**src/rtl/ufmt_pkg.sv**
```systemverilog
`default_nettype none
package ufmt_pkg;

  localparam int DEFAULT_MAX_FIELD_WIDTH = 64;
  localparam int VALUE_W = 32;
  localparam int WIDTH_W = 7;
  localparam int PREC_W = 8;
  localparam int CHAR_W = 8;
  localparam int NUM_DIGITS = 10;
  localparam int DIGIT_IDX_W = $clog2(NUM_DIGITS);
  localparam int SHIFT_CNT_W = $clog2(VALUE_W);

  localparam logic [CHAR_W-1:0] CHAR_SPACE = 8'h20;
  localparam logic [CHAR_W-1:0] CHAR_ZERO = 8'h30;

  typedef struct packed {
    logic load;
    logic shift;
    logic prep;
    logic emit;
  } ufmt_cmd_t;

  typedef struct packed {
    logic shift_last;
    logic empty;
    logic out_free;
    logic emit_last;
  } ufmt_stat_t;

endpackage
`default_nettype wire

```
**src/rtl/ufmt_if.sv**
```systemverilog
`default_nettype none
interface ufmt_num_if;
  import ufmt_pkg::*;

  logic valid;
  logic ready;
  logic [VALUE_W-1:0] value;
  logic [WIDTH_W-1:0] field_width;
  logic signed [PREC_W-1:0] digit_precision;
  logic zero_pad;
  logic left_align;

  modport source (
    output valid, value, field_width, digit_precision, zero_pad, left_align,
    input ready
  );
  modport sink (
    input valid, value, field_width, digit_precision, zero_pad, left_align,
    output ready
  );
endinterface

interface ufmt_text_if;
  import ufmt_pkg::*;

  logic valid;
  logic ready;
  logic [CHAR_W-1:0] text_char;
  logic last_char;

  modport source (output valid, text_char, last_char, input ready);
  modport sink (input valid, text_char, last_char, output ready);
endinterface
`default_nettype wire

```
**src/rtl/unsigned_decimal_field_formatter_core.sv**
```systemverilog
`default_nettype none
// Formats one 32-bit unsigned number as printf %u text.
// The number channel carries the value, the field width, the precision
// (negative means not given), the zero flag and the left-align flag.
// The text channel returns one ASCII character per transaction, and the
// final character of a field carries last_char.
// A number transaction is taken only while the block is idle. The value is
// converted to BCD by a shift-and-add-3 loop, one bit per cycle, followed
// by the PREP state, which sizes the field. The characters then leave at
// one per cycle from the output register while the receiver takes them;
// a field holds at most MAX_FIELD_WIDTH characters.
// A field of zero characters (zero value, zero precision, zero width)
// produces no transaction at all.
// When the receiver stalls, the output register holds its character and
// the character sequencer waits; no character is lost or repeated.
// Reset returns the block to idle and empties the output register.
module unsigned_decimal_field_formatter_core #(
  parameter int MAX_FIELD_WIDTH = ufmt_pkg::DEFAULT_MAX_FIELD_WIDTH
) (
  input wire logic   clk,
  input wire logic   rst,
  ufmt_num_if.sink   number,
  ufmt_text_if.source text
);
  import ufmt_pkg::*;

  ufmt_cmd_t cmd;
  ufmt_stat_t stat;
  logic in_ready;

  ufmt_ctrl u_ctrl (
    .clk      (clk),
    .rst      (rst),
    .in_valid (number.valid),
    .in_ready (in_ready),
    .stat     (stat),
    .cmd      (cmd)
  );

  ufmt_datapath #(
    .MAX_FIELD_WIDTH (MAX_FIELD_WIDTH)
  ) u_datapath (
    .clk             (clk),
    .rst             (rst),
    .value           (number.value),
    .field_width     (number.field_width),
    .digit_precision (number.digit_precision),
    .zero_pad        (number.zero_pad),
    .left_align      (number.left_align),
    .cmd             (cmd),
    .stat            (stat),
    .out_valid       (text.valid),
    .out_ready       (text.ready),
    .text_char       (text.text_char),
    .last_char       (text.last_char)
  );

  assign number.ready = in_ready;

  a_busy_after_accept: assert property (
    @(posedge clk) disable iff (rst)
    number.valid && number.ready |=> !number.ready
  ) else $error("number channel ready right after a transaction");

  a_char_set: assert property (
    @(posedge clk) disable iff (rst)
    text.valid |-> (text.text_char == CHAR_SPACE) ||
                   ((text.text_char >= CHAR_ZERO) &&
                    (text.text_char <= CHAR_ZERO + 8'd9))
  ) else $error("text character is neither a space nor a digit");

  a_idle_after_reset: assert property (
    @(posedge clk) rst |=> number.ready && !text.valid
  ) else $error("block not idle after reset");
endmodule
`default_nettype wire

```
**src/rtl/ufmt_ctrl.sv**
```systemverilog
`default_nettype none
module ufmt_ctrl (
  input  wire logic                clk,
  input  wire logic                rst,
  input  wire logic                in_valid,
  output logic                     in_ready,
  input  wire ufmt_pkg::ufmt_stat_t stat,
  output ufmt_pkg::ufmt_cmd_t      cmd
);
  import ufmt_pkg::*;

  typedef enum logic [1:0] {
    IDLE,
    CONVERT,
    PREP,
    EMIT
  } state_t;

  state_t state;
  state_t state_next;

  always_comb begin
    state_next = state;
    cmd = '0;
    case (state)
      IDLE: begin
        if (in_valid) begin
          cmd.load = 1'b1;
          state_next = CONVERT;
        end
      end
      CONVERT: begin
        cmd.shift = 1'b1;
        if (stat.shift_last) begin
          state_next = PREP;
        end
      end
      PREP: begin
        cmd.prep = 1'b1;
        state_next = EMIT;
      end
      EMIT: begin
        if (stat.empty) begin
          state_next = IDLE;
        end else if (stat.out_free) begin
          cmd.emit = 1'b1;
          if (stat.emit_last) begin
            state_next = IDLE;
          end
        end
      end
      default: begin
        state_next = IDLE;
      end
    endcase
  end

  assign in_ready = (state == IDLE);

  always_ff @(posedge clk) begin
    if (rst) begin
      state <= IDLE;
    end else begin
      state <= state_next;
    end
  end
endmodule
`default_nettype wire

```
**src/rtl/ufmt_datapath.sv**
```systemverilog
`default_nettype none
module ufmt_datapath #(
  parameter int MAX_FIELD_WIDTH = ufmt_pkg::DEFAULT_MAX_FIELD_WIDTH
) (
  input  wire logic                                 clk,
  input  wire logic                                 rst,
  input  wire logic [ufmt_pkg::VALUE_W-1:0]         value,
  input  wire logic [ufmt_pkg::WIDTH_W-1:0]         field_width,
  input  wire logic signed [ufmt_pkg::PREC_W-1:0]   digit_precision,
  input  wire logic                                 zero_pad,
  input  wire logic                                 left_align,
  input  wire ufmt_pkg::ufmt_cmd_t                  cmd,
  output ufmt_pkg::ufmt_stat_t                      stat,
  output logic                                      out_valid,
  input  wire logic                                 out_ready,
  output logic [ufmt_pkg::CHAR_W-1:0]               text_char,
  output logic                                      last_char
);
  import ufmt_pkg::*;

  localparam int CW = $clog2(MAX_FIELD_WIDTH + 1);
  localparam logic [WIDTH_W-1:0] MAX_W = WIDTH_W'(MAX_FIELD_WIDTH);
  localparam logic [CW-1:0] MAX_C = CW'(MAX_FIELD_WIDTH);

  logic [VALUE_W-1:0] shreg;
  logic [3:0] bcd [NUM_DIGITS];
  logic [3:0] bcd_next [NUM_DIGITS];
  logic [3:0] adj [NUM_DIGITS];
  logic [SHIFT_CNT_W-1:0] shift_cnt;
  logic [CW-1:0] width_sat;
  logic [CW-1:0] prec_eff;
  logic given_eff;
  logic left;
  logic [DIGIT_IDX_W-1:0] len;
  logic [CW-1:0] ndig;
  logic [CW-1:0] spaces;
  logic [CW-1:0] total;
  logic [CW-1:0] pos;

  logic [CW-1:0] width_in;
  logic [CW-1:0] prec_in;
  logic prec_given;
  logic [DIGIT_IDX_W-1:0] len_next;
  logic [CW-1:0] len_c;
  logic [CW-1:0] ndig_next;
  logic [CW-1:0] total_next;
  logic [CW-1:0] lead;
  logic signed [CW:0] d;
  logic [CW-1:0] nzero;
  logic [CW-1:0] didx_full;
  logic [DIGIT_IDX_W-1:0] didx;
  logic [CHAR_W-1:0] char_next;

  always_comb begin
    width_in = (field_width > MAX_W) ? MAX_C : CW'(field_width);
    prec_given = ~digit_precision[PREC_W-1];
    prec_in = (digit_precision[PREC_W-2:0] > MAX_W) ? MAX_C
                                                   : CW'(digit_precision[PREC_W-2:0]);
  end

  always_comb begin
    for (int i = 0; i < NUM_DIGITS; i++) begin
      adj[i] = (bcd[i] >= 4'd5) ? bcd[i] + 4'd3 : bcd[i];
    end
    bcd_next[0] = {adj[0][2:0], shreg[VALUE_W-1]};
    for (int i = 1; i < NUM_DIGITS; i++) begin
      bcd_next[i] = {adj[i][2:0], adj[i-1][3]};
    end
  end

  always_comb begin
    len_next = '0;
    for (int i = 0; i < NUM_DIGITS; i++) begin
      if (bcd[i] != 4'd0) begin
        len_next = DIGIT_IDX_W'(i + 1);
      end
    end
    len_c = CW'(len_next);
    if (!given_eff) begin
      ndig_next = (len_next == '0) ? CW'(1) : len_c;
    end else begin
      ndig_next = (prec_eff > len_c) ? prec_eff : len_c;
    end
    total_next = (width_sat > ndig_next) ? width_sat : ndig_next;
  end

  always_comb begin
    lead = left ? '0 : spaces;
    d = $signed({1'b0, pos}) - $signed({1'b0, lead});
    nzero = ndig - CW'(len);
    didx_full = ndig - CW'(1) - d[CW-1:0];
    didx = didx_full[DIGIT_IDX_W-1:0];
    if (d[CW] || (d[CW-1:0] >= ndig)) begin
      char_next = CHAR_SPACE;
    end else if (d[CW-1:0] < nzero) begin
      char_next = CHAR_ZERO;
    end else begin
      char_next = CHAR_ZERO + CHAR_W'(bcd[didx]);
    end
  end

  always_ff @(posedge clk) begin
    if (cmd.load) begin
      shreg <= value;
      for (int i = 0; i < NUM_DIGITS; i++) begin
        bcd[i] <= 4'd0;
      end
      shift_cnt <= '0;
      width_sat <= width_in;
      left <= left_align;
      given_eff <= prec_given | (zero_pad & ~left_align);
      prec_eff <= prec_given ? prec_in : width_in;
    end
    if (cmd.shift) begin
      shreg <= {shreg[VALUE_W-2:0], 1'b0};
      bcd <= bcd_next;
      shift_cnt <= shift_cnt + SHIFT_CNT_W'(1);
    end
    if (cmd.prep) begin
      len <= len_next;
      ndig <= ndig_next;
      total <= total_next;
      spaces <= total_next - ndig_next;
      pos <= '0;
    end
    if (cmd.emit) begin
      pos <= pos + CW'(1);
      text_char <= char_next;
      last_char <= stat.emit_last;
    end
  end

  always_ff @(posedge clk) begin
    if (rst) begin
      out_valid <= 1'b0;
    end else if (cmd.emit) begin
      out_valid <= 1'b1;
    end else if (out_ready) begin
      out_valid <= 1'b0;
    end
  end

  always_comb begin
    stat.shift_last = (shift_cnt == SHIFT_CNT_W'(VALUE_W - 1));
    stat.empty = (total == '0);
    stat.out_free = ~out_valid | out_ready;
    stat.emit_last = (pos == total - CW'(1));
  end
endmodule
`default_nettype wire
```
**src/flat_wrapper.sv**
```systemverilog
// flat-port wrapper written by rule: the top's interface ports become plain ports
module unsigned_decimal_field_formatter_core_flat import ufmt_pkg::*;
#(
  parameter int MAX_FIELD_WIDTH = ufmt_pkg::DEFAULT_MAX_FIELD_WIDTH
)
  (clk, rst, number_valid, number_value, number_field_width, number_digit_precision, number_zero_pad, number_left_align, number_ready, text_valid, text_text_char, text_last_char, text_ready);
  ufmt_num_if number_i ();
  ufmt_text_if text_i ();
  input wire logic clk;
  input wire logic rst;
  input wire logic [$bits(number_i.valid)-1:0] number_valid;
  input wire logic [$bits(number_i.value)-1:0] number_value;
  input wire logic [$bits(number_i.field_width)-1:0] number_field_width;
  input wire logic [$bits(number_i.digit_precision)-1:0] number_digit_precision;
  input wire logic [$bits(number_i.zero_pad)-1:0] number_zero_pad;
  input wire logic [$bits(number_i.left_align)-1:0] number_left_align;
  output wire logic [$bits(number_i.ready)-1:0] number_ready;
  output wire logic [$bits(text_i.valid)-1:0] text_valid;
  output wire logic [$bits(text_i.text_char)-1:0] text_text_char;
  output wire logic [$bits(text_i.last_char)-1:0] text_last_char;
  input wire logic [$bits(text_i.ready)-1:0] text_ready;
  assign number_i.valid = number_valid;
  assign number_i.value = number_value;
  assign number_i.field_width = number_field_width;
  assign number_i.digit_precision = number_digit_precision;
  assign number_i.zero_pad = number_zero_pad;
  assign number_i.left_align = number_left_align;
  assign number_ready = number_i.ready;
  assign text_valid = text_i.valid;
  assign text_text_char = text_i.text_char;
  assign text_last_char = text_i.last_char;
  assign text_i.ready = text_ready;
  unsigned_decimal_field_formatter_core #(.MAX_FIELD_WIDTH(MAX_FIELD_WIDTH)) u_core (.clk(clk), .rst(rst), .number(number_i), .text(text_i));
endmodule
```
**config.mk**
```make
export PLATFORM = sky130hd
export DESIGN_NAME = unsigned_decimal_field_formatter_core_flat
export DESIGN_NICKNAME = d
export VERILOG_FILES = /design/src/rtl/ufmt_pkg.sv /design/src/rtl/ufmt_if.sv /design/src/rtl/unsigned_decimal_field_formatter_core.sv /design/src/rtl/ufmt_ctrl.sv /design/src/rtl/ufmt_datapath.sv /design/src/flat_wrapper.sv
export SDC_FILE = /design/constraint.sdc
export NUM_CORES = 1
export LEC_CHECK = 0
export ABC_AREA = 1
export BUFFER_PORTS_ARGS = -buffer_cell sky130_fd_sc_hd__buf_2
export CAP_MARGIN = 20
export CORE_MARGIN = 2
export CORE_UTILIZATION = 35
export CTS_CLUSTER_SIZE = 8
export DETAILED_ROUTE_END_ITERATION = 10
export HOLD_SLACK_MARGIN = 0.12
export PLACE_DENSITY_LB_ADDON = 0.2
export SLEW_MARGIN = 20
export SYNTH_ARGS = -nofsm -noshare
export SYNTH_HDL_FRONTEND = slang
export SYNTH_SLANG_ARGS = --single-unit
export TNS_END_PERCENT = 10
```
**constraint.sdc**
```tcl
create_clock -name clk -period 10.4 [get_ports clk]
set_input_delay 2.6 -clock clk [delete_from_list [all_inputs] [get_ports clk]]
set_output_delay 2.6 -clock clk [all_outputs]
set_load 0.02 [all_outputs]
```
After elaboration in Yosys (flattened, before gate mapping)
Index checks and enable logic that the tools add are counted.
{ "classes": {"bitwise": 7, "mux": 55, "n_lt_le_gt_ge": 17, "eq_ne": 9, "addsub": 19, "reduce_logical": 19} }
{ "ops": {"columns": ["cell", "count"], "rows": [
  ["2-to-1 mux 4 bit", 21],
  ["2-to-1 mux 40 bit", 2],
  ["2-to-1 mux 32 bit", 2],
  ["2-to-1 mux 7 bit", 9],
  [">= comparator 4 x 3 -> 1 bit, second input constant", 10],
  ["nonzero test 4 bit", 10],
  ["adder 4 x 2 -> 4 bit, second input constant", 9],
  ["binary-select mux 4 bit (select 4 bit)", 1],
  ["2-to-1 mux 5 bit", 3],
  ["greater-than comparator 7 bit, second input constant", 2],
  ["2-to-1 mux 1 bit", 10],
  ["2-to-1 mux 2 bit", 5],
  ["case mux 2 bit (4 select lines)", 1],
  ["subtractor 7 x 7 -> 8 bit", 1],
  ["adder 6 x 4 -> 7 bit, first input constant", 1],
  ["adder 7 x 1 -> 7 bit, second input constant", 1],
  ["equality test 7 bit", 1],
  [">= comparator 7 bit", 1],
  ["greater-than comparator 7 x 4 -> 1 bit", 1],
  ["greater-than comparator 7 bit", 1],
  ["logical NOT 7 bit", 1],
  ["less-than comparator 7 bit", 1],
  ["subtractor 7 x 1 -> 7 bit, second input constant", 1],
  ["subtractor 7 x 4 -> 7 bit", 1],
  ["other kinds (23)", 30]
]} }
{ "totals": {"reg_bits": 136, "out_inout_bits": 11} }

Depth between registers and ports, before layout
{ "depth": {"ltp_word": 17, "depth_mapped": 37, "depth_no_buf": 37} }

By module
Synthesis repeated with hierarchy kept, for this count alone.
{ "hier_totals": {"hier_cells": 956, "hier_area_um2": 8488.1} }
{ "modules_own_cells": {"columns": ["module", "area_per_inst_um2", "seq_area_each_um2", "instances", "cells_per_inst"], "rows": [
  ["ufmt_datapath", 8261.7, 3943.8, 1, 919],
  ["ufmt_ctrl", 226.5, 40.0, 1, 37]
]} }

Worst setup path after synthesis
Ideal clock, no wire load.
{ "synth_timing": {"path_type": "input port to flip-flop", "from": "input port number_valid", "to": "register u_core.u_datapath.bcd[0] (netlist bit) (enable)", "cell_stages": 3, "setup_time_ns": 0.768, "slack_ns": 5.373, "path_buffers": 1, "arrival_time_ns": 4.259, "cell_sequence": "nand2_1 -> clkbuf_1 -> nand2_1"} }
{ "synth_between": {"elab_chain_cells": 3} }
{ "synth_rtl": {"columns": ["item", "line_no", "text"], "rows": [
  ["from (decl)", "flat_wrapper.sv:11", "input wire logic [$bits(number_i.valid)-1:0] number_valid;"],
  ["2-to-1 mux 1 bit", "ufmt_ctrl.sv:27", "if (in_valid) begin"],
  ["2-to-1 mux 1 bit", "ufmt_ctrl.sv:25", "case (state)"],
  ["nonzero test 2 bit (no source line)", null, null],
  ["to (signal assigned)", "ufmt_datapath.sv:116", "bcd <= bcd_next;"],
  ["to (decl)", "ufmt_datapath.sv:26", "logic [3:0] bcd [NUM_DIGITS];"]
]} }
No other way between the ends.
A chain may end at the register's enable or synchronous reset.

Worst setup path in the final report
{ "layout_timing": {"from": "register u_core.u_datapath.bcd[24] (netlist bit)", "to": "register u_core.u_datapath.spaces[6] (data pin)"} }
{ "layout_between": {"elab_chain_cells": 14} }
{ "layout_rtl": {"columns": ["item", "line_no", "text"], "rows": [
  ["nonzero test 4 bit *", "ufmt_datapath.sv:74", "if (bcd[i] != 4'd0) begin"],
  ["2-to-1 mux 4 bit * (7 in a row)", "ufmt_datapath.sv:74", null],
  ["via u_core.u_datapath.len_next[1]", "ufmt_datapath.sv:43", "logic [DIGIT_IDX_W-1:0] len_next;"],
  ["greater-than comparator 7 x 4 -> 1 bit / logical NOT 4 bit (equally long branches)", "ufmt_datapath.sv:82, ufmt_datapath.sv:80", null],
  ["2-to-1 mux 7 bit / 2-to-1 mux 4 bit (equally long branches)", "ufmt_datapath.sv:82, ufmt_datapath.sv:80", null],
  ["2-to-1 mux 7 bit *", "ufmt_datapath.sv:79", "if (!given_eff) begin"],
  ["greater-than comparator 7 bit", "ufmt_datapath.sv:84", "total_next = (width_sat > ndig_next) ? width_sat : ndig_next;"],
  ["2-to-1 mux 7 bit", "ufmt_datapath.sv:84", null],
  ["subtractor 7 bit *", "ufmt_datapath.sv:123", "spaces <= total_next - ndig_next;"],
  ["to (signal assigned)", "ufmt_datapath.sv:123", null],
  ["to (decl)", "ufmt_datapath.sv:36", "logic [CW-1:0] spaces;"]
]} }
The timed path passes the listed nets; every way through them passes the cells marked *.

==> qor.csv <==
metric;value;unit
drt first pass iters;5;
I/O Pins;64;
P&R area growth vs syn;14.7;%
max_cap viols;0;
Tightest Pin Transition;0.730;ns
final hold violation count;0;
# clock sinks;134;
switching share of power;0.450;
cell count after synthesis;947;
number of synthesized flops with an enable pin;130;
CP max FO;11;
fill count;2352;
routed len/inst;13.2;um
initial antenna violation count;0;
setup_tns;0;ns
number of warnings issued by yosys;0;
WS Path Type;reg -> reg;
WP data required;10.58;ns
clk slew on worst S/H paths;0.07;ns
power per cell area;342;nW/um^2
TritonCTS clock tree;yes;
static leakage;0.00422;uW
placer congestion estimate;0.805;
Top FF cell, synth;edfxtp_1;
ant diodes;0;
Routed met2 length;7540;um
Initial Util;0.359;
die width;160;um
Slew headroom;0.513;
period utilization;0.500;
Seq/Total Area, Yosys;0.470;
Buf+Inv Stages, Crit Path;4;
Worst EP arrival;5.38;ns
Clk pwr share;0.183;
most used cell, CP;nand2_1;
endpoint type of the worst setup path;flip-flop;
Root Driver;clkbuf_16;
Rows;56;
Pint;1830;uW
DR vias;6256;
worst hold path class;reg -> reg;
total track usage;0.145;
post_cts resized;0;
Die Span Y;160;um
Fin Hold WS;0.488;ns
Mapped Area;8480;sq um
nets;1136;
vias in the first global route;6053;
commonest non-fill, non-tap cell in the layout;nand2_1;
wl on met1;9150;um
slowest CP cell;fa_1;
cell family with most CP delay;adder cells;
syn avg cell area;8.95;sq um
Setup Viol. Count Final;0;
max incr delay on CP;0.45;ns
ys async rst share;0;
final WL;17600;um
startpoint types;flip-flop;
Flop pwr share;0.329;
VDD IR-drop max;149;uV
Fin Clk Skew;0.0117;ns
first-pass GRT wire length;29900;um
hpwl dp;12800;um
largest net degree at the start of global routing;77;
H-tree depth;4;
Sw Pwr;1500;uW
most frequent cells in the layout;180 x nand2_1, 130 x edfxtp_1, 128 x inv_1;
Via-to-Cell Ratio;4.67;
Antenna Violating Nets Remaining;0;
Post-CTS Repair Setup Buffers;0;
unrepaired setup endpoints after global routing;false;
DRC;0;
Worst-Skew Late Latency;0.44;ns
Max Fclk;192;MHz
top sig layer;met4;
Final min period;5.19;ns
synth unique cells;46;
layout cells sized above 1;0.145;
outcome;complete, no violations;
GRT Residual Overflow;0;
logic gate share of total power;0.488;
initial drt markers;417;
TritonCTS buffer count;17;
Port Buffers;60;
number of synthesized register bits;134;
Final Max Slew Viols;0;
core footprint;23600;sq um
clk buf depth;2;
CTS Hold Bufs;0;
Routed met3 length;714;um
die area;25500;sq um
## tightest hold or removal path, delay by kind of cell (launching register included)
kind	cells	cell delay (ns)
flops	1	0.33
simple gates	2	0.13
## final timing paths
check | end | from | depth (start not counted) | slack, ns
setup / recovery | u_core.u_datapath.spaces[6]$_DFFE_PP_ | u_core.u_datapath.bcd[24]$_SDFFCE_PN0P_ | 32 | 5.21
hold / removal | u_core.u_datapath.shreg[0]$_SDFFE_PP0P_ | u_core.u_datapath.shreg[0]$_SDFFE_PP0P_ | 2 | 0.49
setup reg to reg | u_core.u_datapath.spaces[6]$_DFFE_PP_ | u_core.u_datapath.bcd[24]$_SDFFCE_PN0P_ | 32 | 5.21
hold reg to reg | u_core.u_datapath.shreg[0]$_SDFFE_PP0P_ | u_core.u_datapath.shreg[0]$_SDFFE_PP0P_ | 2 | 0.49
## metrics by stage
stage / instances / instance area [sq um] / worst slack, ns / total power, uW / util
floorplan: 948 / 8480 / 5.37 / 2330 / -
global placement: 1306 / 9100 / 5.37 / 2720 / 0.385
detailed placement: 1306 / 9100 / 5.22 / 2730 / 0.385
CTS: 1338 / 9700 / 5.21 / 3350 / 0.411
global route: 1339 / 9720 / 4.75 / 3650 / 0.412
finish: 1339 / 9720 / 5.21 / 3320 / 0.412
## logic make-up after synthesis
family,count (synthesis),synth area share
AOI/OAI and AO/OA,211,0.133
xor gates and xnor gates,37,0.0391
adders and majority gates,76,0.116
buffers and inverters,171,0.0787
DFF,134,0.470
other,2,0.000886
and+or+nand+nor,316,0.163
## Yosys cell counts (14+ instances only)
master      n  share of area
clkbuf_1   15         0.0066
xor2_1     24          0.025
nor2_1     54          0.024
inv_1     128          0.057
nand4_1    14          0.010
nand2_1   181          0.080
edfxtp_1  130           0.46
inv_2      18         0.0080
ha_1       72           0.11
o21ai_0    90          0.053
nand3_1    25          0.015
a21oi_1    84          0.050
## state kept, by name, indices dropped and copies added, names as in the netlist
register and count:
u_core.u_datapath.bcd 40, u_core.u_datapath.shreg 32, u_core.u_datapath.ndig 7, u_core.u_datapath.pos 7, u_core.u_datapath.prec_eff 7, u_core.u_datapath.spaces 7, u_core.u_datapath.total 7, u_core.u_datapath.width_sat 7
u_core.u_datapath.shift_cnt 5, u_core.u_datapath.text_char 5, u_core.u_datapath.len 4, u_core.u_ctrl.state 2, u_core.u_datapath.given_eff 1, u_core.u_datapath.last_char 1, u_core.u_datapath.left 1, u_core.u_datapath.out_valid 1
## routing by layer
layer | track usage | up-vias
met5 | 0 | -
met4 | 0.0446 | 0
met3 | 0.0296 | 19
met2 | 0.217 | 132
met1 | 0.210 | 2780
li1 | - | 3325
## power by group through the flow
stage          Combinational, uW  Clock [uW]  Sequential [uW]
3_3_place_gp                1610           0             1110
3_5_place_dp                1620           0             1110
4_1_cts                     1630         622             1100
2_1_floorplan               1260           0             1070
5_1_grt                     1870         644             1130
6_report                    1620         608             1090
## final cells by class
class / instances / area [sq um] / share of cell area
Tap cell: 319 / 399 / 0.0411
Clock buffer: 17 / 425 / 0.0438
Clock inverter: 15 / 176 / 0.0181
Sequential cell: 134 / 3980 / 0.410
Multi-Input combinational cell: 643 / 3840 / 0.395
Inverter: 146 / 548 / 0.0564
Timing Repair Buffer: 65 / 350 / 0.0360
Power figures use the tool's default switching activity.
